--- src/sv/sac_pkg.sv ---
// Shared constants and types for the sliding anagram counter.
// Used by sac_ring, sac_hist and sliding_anagram_counter; depends on nothing.
package sac_pkg;

  // Default parameter values
  localparam int MAX_PATTERN_DEF = 64;
  localparam int ALPHABET_DEF    = 26;
  localparam int COUNT_WIDTH_DEF = 32;

  // Fixed field widths of the ports
  localparam int FUNC_W   = 2;
  localparam int LETTER_W = 5;
  localparam int MATCH_W  = 32;

  // Function codes of an input item
  localparam logic [FUNC_W-1:0] FUNC_PATTERN = 2'd0;
  localparam logic [FUNC_W-1:0] FUNC_TEXT    = 2'd1;
  localparam logic [FUNC_W-1:0] FUNC_CLEAR   = 2'd2;

  // Histogram update control for one executed item
  typedef struct packed {
    logic clear;     // empty both histograms
    logic pat_inc;   // count letter into the pattern histogram
    logic txt_inc;   // count letter into the window histogram
    logic drop_old;  // remove the oldest letter from the window histogram
  } hist_ctl_t;

endpackage

--- src/sv/sac_ring.sv ---
// Delay line of window letters: one write port, one registered read port.
// Depends on sac_pkg for the letter width.
module sac_ring #(
  parameter int DEPTH  = sac_pkg::MAX_PATTERN_DEF,
  parameter int ADDR_W = (DEPTH > 1) ? $clog2(DEPTH) : 1
) (
  input  logic                         clk,
  input  logic                         wr_en,
  input  logic [ADDR_W-1:0]            wr_addr,
  input  logic [sac_pkg::LETTER_W-1:0] wr_data,
  input  logic                         rd_en,
  input  logic [ADDR_W-1:0]            rd_addr,
  output logic [sac_pkg::LETTER_W-1:0] rd_data
);

  logic [sac_pkg::LETTER_W-1:0] letters [DEPTH];
  logic [sac_pkg::LETTER_W-1:0] rd_data_r;

  // Store the newest letter
  always_ff @(posedge clk) begin
    if (wr_en) begin
      letters[wr_addr] <= wr_data;
    end
  end

  // Read with forwarding of a same-cycle write to the same entry
  always_ff @(posedge clk) begin
    if (rd_en) begin
      if (wr_en && (wr_addr == rd_addr)) begin
        rd_data_r <= wr_data;
      end else begin
        rd_data_r <= letters[rd_addr];
      end
    end
  end

  assign rd_data = rd_data_r;

endmodule

--- src/sv/sac_hist.sv ---
// Pattern and window letter histograms with the all-letter equality compare.
// Depends on sac_pkg for the control struct and letter width.
module sac_hist #(
  parameter int MAX_PATTERN = sac_pkg::MAX_PATTERN_DEF,
  parameter int ALPHABET    = sac_pkg::ALPHABET_DEF
) (
  input  logic                         clk,
  input  logic                         rst_n,
  input  logic                         upd_en,
  input  sac_pkg::hist_ctl_t           ctl,
  input  logic [sac_pkg::LETTER_W-1:0] letter,
  input  logic [sac_pkg::LETTER_W-1:0] old_letter,
  output logic                         hist_eq
);

  localparam int CNT_W = $clog2(MAX_PATTERN + 1);

  logic [CNT_W-1:0] pat_cnt_r [ALPHABET];
  logic [CNT_W-1:0] win_cnt_r [ALPHABET];
  logic [CNT_W-1:0] win_cnt_nxt [ALPHABET];
  logic [ALPHABET-1:0] lane_eq;
  logic old_ok;

  assign old_ok = (32'(old_letter) < ALPHABET);

  for (genvar i = 0; i < ALPHABET; i++) begin : g_lane
    logic inc;
    logic dec;

    // Count in the new letter, drop the oldest one
    assign inc = ctl.txt_inc && (32'(letter) == i);
    assign dec = ctl.drop_old && old_ok && (32'(old_letter) == i) &&
                 (win_cnt_r[i] != '0);

    always_comb begin
      win_cnt_nxt[i] = win_cnt_r[i];
      if (inc && !dec) begin
        win_cnt_nxt[i] = win_cnt_r[i] + 1'b1;
      end else if (dec && !inc) begin
        win_cnt_nxt[i] = win_cnt_r[i] - 1'b1;
      end
    end

    assign lane_eq[i] = (win_cnt_nxt[i] == pat_cnt_r[i]);

    always_ff @(posedge clk) begin
      if (!rst_n) begin
        pat_cnt_r[i] <= '0;
        win_cnt_r[i] <= '0;
      end else if (upd_en) begin
        if (ctl.clear) begin
          pat_cnt_r[i] <= '0;
          win_cnt_r[i] <= '0;
        end else begin
          if (ctl.pat_inc && (32'(letter) == i)) begin
            pat_cnt_r[i] <= pat_cnt_r[i] + 1'b1;
          end
          win_cnt_r[i] <= win_cnt_nxt[i];
        end
      end
    end
  end

  // Window equals pattern after this item's update
  assign hist_eq = &lane_eq;

endmodule

--- src/sv/sliding_anagram_counter.sv ---
// Top level of the sliding anagram counter: input register, window control,
// result register. Instantiates sac_ring and sac_hist; depends on sac_pkg.
//
// Counts windows of a letter stream that are anagrams of a loaded pattern.
// Send pattern letters with func 0, then text letters with func 1; each text
// letter inside the alphabet yields one result (window_full, is_match and the
// saturating match count), every other item yields none. func 2 clears the
// pattern, the window and the match count. The block takes one item every
// cycle while out_ready does not stall the result: an accepted item is held
// in the input register, executed there (histogram update and the compare of
// all letter counts), and its result is shown from the output register in the
// cycle after it executes. The oldest window letter comes from a delay-line
// memory that is read as the item is taken, so the read is done before the
// item executes. No clearing pass is needed after reset. Letters at or above
// ALPHABET and pattern letters past MAX_PATTERN are ignored.
module sliding_anagram_counter #(
  parameter int MAX_PATTERN = sac_pkg::MAX_PATTERN_DEF,
  parameter int ALPHABET    = sac_pkg::ALPHABET_DEF,
  parameter int COUNT_WIDTH = sac_pkg::COUNT_WIDTH_DEF
) (
  input  logic                         clk,
  input  logic                         rst_n,
  input  logic                         in_valid,
  output logic                         in_ready,
  input  logic [sac_pkg::FUNC_W-1:0]   in_func,
  input  logic [sac_pkg::LETTER_W-1:0] in_letter,
  output logic                         out_valid,
  input  logic                         out_ready,
  output logic                         out_window_full,
  output logic                         out_is_match,
  output logic [sac_pkg::MATCH_W-1:0]  out_match_count
);

  localparam int CNT_W = $clog2(MAX_PATTERN + 1);
  localparam int POS_W = (MAX_PATTERN > 1) ? $clog2(MAX_PATTERN) : 1;
  localparam int SUM_W = $clog2(2 * MAX_PATTERN + 1);
  localparam logic [SUM_W-1:0] DEPTH_S = SUM_W'(MAX_PATTERN);
  localparam logic [POS_W-1:0] LAST_POS = POS_W'(MAX_PATTERN - 1);

  // Input register
  logic                         s1_vld_r;
  logic [sac_pkg::FUNC_W-1:0]   s1_func_r;
  logic [sac_pkg::LETTER_W-1:0] s1_letter_r;

  // Window state
  logic [CNT_W-1:0]       plen_r, plen_nxt;
  logic [CNT_W-1:0]       fill_r, fill_nxt;
  logic [POS_W-1:0]       pos_r, pos_nxt;
  logic [COUNT_WIDTH-1:0] hits_r, hits_nxt;

  // Result register
  logic                        out_vld_r;
  logic                        out_full_r;
  logic                        out_match_r;
  logic [sac_pkg::MATCH_W-1:0] out_count_r;

  logic exec, in_xfer;
  logic letter_ok, is_clr, is_pat, is_txt, txt_store, slide;
  logic full, match, hist_eq;
  logic [sac_pkg::LETTER_W-1:0] old_letter;
  logic [SUM_W-1:0]  rd_sum;
  logic [POS_W-1:0]  rd_addr;
  sac_pkg::hist_ctl_t hctl;

  // Execute when the result register can take a result
  assign exec     = s1_vld_r && (!out_vld_r || out_ready);
  assign in_ready = !s1_vld_r || exec;
  assign in_xfer  = in_valid && in_ready;

  // Decode the held item
  assign letter_ok = (32'(s1_letter_r) < ALPHABET);
  assign is_clr    = (s1_func_r == sac_pkg::FUNC_CLEAR);
  assign is_pat    = (s1_func_r == sac_pkg::FUNC_PATTERN) && letter_ok &&
                     (32'(plen_r) < MAX_PATTERN);
  assign is_txt    = (s1_func_r == sac_pkg::FUNC_TEXT) && letter_ok;
  assign txt_store = is_txt && (plen_r != '0);
  assign slide     = txt_store && (fill_r >= plen_r);

  // Next window state
  always_comb begin
    plen_nxt = plen_r;
    fill_nxt = fill_r;
    pos_nxt  = pos_r;
    hits_nxt = hits_r;
    if (exec) begin
      if (is_clr) begin
        plen_nxt = '0;
        fill_nxt = '0;
        pos_nxt  = '0;
        hits_nxt = '0;
      end else begin
        if (is_pat) begin
          plen_nxt = plen_r + 1'b1;
        end
        if (txt_store) begin
          if (!slide) begin
            fill_nxt = fill_r + 1'b1;
          end
          pos_nxt = (pos_r == LAST_POS) ? '0 : pos_r + 1'b1;
        end
        if (match && !(&hits_r)) begin
          hits_nxt = hits_r + 1'b1;
        end
      end
    end
  end

  assign full  = txt_store && (slide ? (fill_r == plen_r) : ((fill_r + 1'b1) == plen_r));
  assign match = full && hist_eq;

  // Oldest letter of the window as the next item will see it
  always_comb begin
    rd_sum = SUM_W'(pos_nxt) + DEPTH_S - SUM_W'(plen_nxt);
    if (rd_sum >= DEPTH_S) begin
      rd_sum = rd_sum - DEPTH_S;
    end
    rd_addr = POS_W'(rd_sum);
  end

  sac_ring #(
    .DEPTH  (MAX_PATTERN),
    .ADDR_W (POS_W)
  ) u_ring (
    .clk     (clk),
    .wr_en   (exec && txt_store),
    .wr_addr (pos_r),
    .wr_data (s1_letter_r),
    .rd_en   (in_xfer),
    .rd_addr (rd_addr),
    .rd_data (old_letter)
  );

  // Histogram update for the held item
  always_comb begin
    hctl.clear    = is_clr;
    hctl.pat_inc  = is_pat;
    hctl.txt_inc  = txt_store;
    hctl.drop_old = slide;
  end

  sac_hist #(
    .MAX_PATTERN (MAX_PATTERN),
    .ALPHABET    (ALPHABET)
  ) u_hist (
    .clk        (clk),
    .rst_n      (rst_n),
    .upd_en     (exec),
    .ctl        (hctl),
    .letter     (s1_letter_r),
    .old_letter (old_letter),
    .hist_eq    (hist_eq)
  );

  // Hold the accepted item until it executes
  always_ff @(posedge clk) begin
    if (!rst_n) begin
      s1_vld_r <= 1'b0;
    end else if (in_ready) begin
      s1_vld_r <= in_valid;
    end
  end

  always_ff @(posedge clk) begin
    if (in_xfer) begin
      s1_func_r   <= in_func;
      s1_letter_r <= in_letter;
    end
  end

  // Advance window state
  always_ff @(posedge clk) begin
    if (!rst_n) begin
      plen_r <= '0;
      fill_r <= '0;
      pos_r  <= '0;
      hits_r <= '0;
    end else begin
      plen_r <= plen_nxt;
      fill_r <= fill_nxt;
      pos_r  <= pos_nxt;
      hits_r <= hits_nxt;
    end
  end

  // Load a result for each text letter, drop it on transfer
  always_ff @(posedge clk) begin
    if (!rst_n) begin
      out_vld_r <= 1'b0;
    end else if (exec && is_txt) begin
      out_vld_r <= 1'b1;
    end else if (out_ready) begin
      out_vld_r <= 1'b0;
    end
  end

  always_ff @(posedge clk) begin
    if (exec && is_txt) begin
      out_full_r  <= full;
      out_match_r <= match;
      out_count_r <= sac_pkg::MATCH_W'(hits_nxt);
    end
  end

  assign out_valid       = out_vld_r;
  assign out_window_full = out_full_r;
  assign out_is_match    = out_match_r;
  assign out_match_count = out_count_r;

endmodule
--- config.mk ---
export PLATFORM = sky130hd
export DESIGN_NAME = sliding_anagram_counter
export DESIGN_NICKNAME = d
export VERILOG_FILES = /design/src/sv/sac_pkg.sv /design/src/sv/sac_ring.sv /design/src/sv/sac_hist.sv /design/src/sv/sliding_anagram_counter.sv
export SDC_FILE = /design/constraint.sdc
export NUM_CORES = 2
export LEC_CHECK = 0
export BUFFER_PORTS_ARGS = -buffer_cell sky130_fd_sc_hd__buf_4
export CORE_MARGIN = 10
export CORE_UTILIZATION = 64
export DETAILED_ROUTE_END_ITERATION = 7
export GPL_TIMING_DRIVEN = 0
export PLACE_DENSITY = 0.81
export SYNTH_ARGS = -nofsm -noshare
export SYNTH_HDL_FRONTEND = slang
export SYNTH_HIERARCHICAL = 1
export SYNTH_SLANG_ARGS = --single-unit
--- constraint.sdc ---
create_clock -name clk -period 8.3 [get_ports clk]
set_input_delay 2.075 -clock clk [delete_from_list [all_inputs] [get_ports clk]]
set_output_delay 2.075 -clock clk [all_outputs]
set_load 0.005 [all_outputs]
==> metrics.txt <==
met1 WL=58600 um; Simple-Gate Fraction of Synth Area=18.9%; die area=0.0807 mm^2; topmost layer with routed signal wires=met5; setup violators final=5; clock transition at the registers of the reported paths=0.06 ns; required time of the critical path=8.81 ns; Fin. Hold Viols=0; site row count=96; Slew Limit Fails=33; placer's final routability congestion estimate=1.12; hold_ws=0.522 ns; main combinational cell family by area after synthesis=simple AND/OR/NAND/NOR gates; share of flip-flops with an asynchronous set or reset=0%; die span in x=284 um; DRT Pass-1 Iters=8; first-pass GRT wire length=224000 um; worst r2r src=s1_letter_r[1]$_DFFE_PP_; mux contribution to synthesized area=5.38%; post-DP HPWL=116000 um; drt total wl=156000 um; Met2 Wirelength=63200 um; IO buf count=46; drt drc=2; worst min path class=reg -> reg; P&R area growth vs syn=11.3%; most common cell after layout, fill and taps aside=edfxtp_1; CTS tree=built; Core Region=0.0688 mm^2; htree depth=3; cts hold-fix bufs=0; Synth area leader=edfxtp_1; DRT iter0 DRCs=6571; post-route antenna net violation count=0; Setup CP Type=reg -> reg; Avg Inst Size Synth=10.9 um^2; failing checks=design-rule violations, max-capacitance violations, max-slew violations, negative setup slack; RSZ-0062 raised after global routing=false; post-layout util=72.2%; CP max-delay cell=a211oi_1; CP Capture Point=out_match_count[21]$_DFFE_PP_; Finished Cell Area=0.0497 mm^2; Post-Synth Adder-Cell Area=2.98%; number of flops mapped to enable cells by yosys=730; Synth Cell Area=0.0447 mm^2; Internal Pwr Total=6920 uW; syn_nets=4205; Total Routing Usage GR=37.4%; most frequent cells in the layout=edfxtp_1, nor2_1, xnor2_1, nand2_1, nand3_1; Comb pwr share=10.7%; drt wl/cell=29.7 um; switching pwr=2460 uW; Post-DP Area=0.0466 mm^2; buffers and inverters on the worst path=6; register share of total power=48.9%; Root Buffer=clkbuf_16; wire length on met3=25400 um; flop2flop setup slack=-0.03 ns; Clk pwr share=40.4%; worst-case clock skew=0.0324 ns; Tot Pwr=9380 uW; pwr dens=189 mW/mm^2; post-synth cell types=117; Crit. End Element=flop; CP startpoint kind=flop; grt ovf=0; top cell type's share of synthesized area=49.1%; XOR/XNOR Fraction of Synth Area=9.04%; vias in the first global route=33200; vias=36900; CP Depth=25; later-pin clock latency in the skew report=0.66 ns; Clock Sink Count=784; io pins=47; fraction of layout cells with a size suffix above 1=8.99%; Worst Tran Pin Value=1.61 ns; Worst VDD drop=0.240 mV; Critical Path AT=8.84 ns; post-synthesis compound-gate area fraction=9.30%; CTS buffer count=82; Worst Setup SP=s1_letter_r[1]$_DFFE_PP_; initial core utilization=64.9%; Final nets=4365; Crit Path Max Fanout=24; slowest cell delay on critical path=0.68 ns; Setup WS post-layout=-0.0326 ns; total leakage power=0.0165 uW; synth top area cells=edfxtp_1, xnor2_1, nor2_1; Seq/Total Area, Yosys=51.5%; Vias per Instance=7.01; Synth warnings=6; Post-synth top flop=edfxtp_1; Reg2Reg Depth=25; Final Cycle Share=100%; capturing point of the worst reg2reg path=out_match_count[21]$_DFFE_PP_; status=finished with violations; antenna violations before repair=14; Die Height=284 um; Slew HR=-7.61%; crit-path leading delay family=simple AND/OR/NAND/NOR gates; largest net degree at the start of global routing=59; CTS Buffer Depth=3; min Tclk post-route=8.33 ns; Sw Ratio=26.3%; #FFs+latches synth=784; cell count after synthesis=4098; Peak Freq=120 MHz; max_cap viols=3
## how the worst min path moves through the flow
stage	from	endpoint	cells past startpoint
after floorplan	fill_r[6]$_SDFFE_PN0P_	fill_r[6]$_SDFFE_PN0P_	2
after global placement	out_valid$_SDFFE_PN0P_	out_valid$_SDFFE_PN0P_	2
after detailed placement	out_valid$_SDFFE_PN0P_	out_valid$_SDFFE_PN0P_	2
after CTS	out_valid$_SDFFE_PN0P_	out_valid$_SDFFE_PN0P_	2
after global routing	hits_r[10]$_SDFF_PN0_	hits_r[10]$_SDFF_PN0_	2
final	out_valid$_SDFFE_PN0P_	out_valid$_SDFFE_PN0P_	2
## cell usage after synthesis, drive strengths merged (20+ instances only)
library cell	n
a2111oi	23
a211oi	32
a21oi	116
a22oi	42
a31oi	33
and2	33
and3	107
buf	58
clkbuf	123
dfxtp	54
edfxtp	730
ha	95
inv	113
mux2i	143
mux4	38
nand2	265
nand2b	28
nand3	206
nand3b	20
nand4	60
nor2	593
nor2b	29
nor3	127
nor3b	33
nor4	47
o21ai	102
o22ai	24
or3	40
or4	24
xnor2	289
xor2	161
## cells by family (layout without fill, tap and decap cells)
group	Yosys count	count (layout)
xor gates and xnor gates	454	454
buffers and inverters	294	523
muxes	190	190
AOI/OAI and AO/OA	573	573
DFF	784	784
other	0	5
adders and majority gates	108	108
and+or+nand+nor	1695	1695
## power groups by stage
stage / Sequential (uW) / Combinational (uW) / Clock [uW]
3_3_place_gp: 4700 / 866 / 0
5_1_grt: 4590 / 1030 / 3960
6_report: 4590 / 1000 / 3790
4_1_cts: 4580 / 941 / 3810
3_5_place_dp: 4660 / 924 / 0
2_1_floorplan: 4620 / 557 / 0
## through the flow
stage | setup WS, ns | instances | setup TNS [ns]
after global routing | 0.0233 | 5258 | 0
final | -0.0326 | 5263 | -0.0957
after global placement | -2.63 | 5075 | -561.56
after CTS | 0.125 | 5252 | 0
after floorplan | 0.728 | 4098 | 0
after detailed placement | -1.30 | 5093 | -63.90
## metal layers
metal | track usage, % | vias to the layer above
li1 | - | 15600
met1 | 52.0 | 17900
met2 | 52.1 | 2855
met3 | 13.3 | 561
met4 | 16.2 | 18
met5 | 0 | -
## worst min-delay path, stage by stage, from the launching register on
cell and delay [ns]:
dfxtp_1 0.32, nand2b_1 0.09, a21oi_1 0.06
## sequential cells by signal (all words and copies together) (netlist names), 2 cells and up, named ones only
name and flops:
u_ring/letters 320, u_hist/pat_cnt_r 182, u_hist/win_cnt_r 182, hits_r 32, out_match_count 32, fill_r 7, plen_r 6, pos_r 6
s1_letter_r 5, u_ring/rd_data 5, s1_func_r 2
## layout make-up
cell class | instances | area, um^2
antenna | 5 | 12.5
fill | 4761 | 19100
timing repair buffer | 77 | 890
clock buffer | 108 | 2190
buffer | 180 | 870
sequential | 784 | 23000
clock inverter | 45 | 576
multi-input combinational | 3020 | 20600
inverter | 113 | 424
tap | 931 | 1160
## repair_timing
action	4_1_cts	5_1_grt
gates resized for setup	12	27
hold endpoints to repair	0	0
setup endpoints to repair	65	57
setup buffers	7	4
pin swaps	3	4
(Power assumes the default switching activity.)
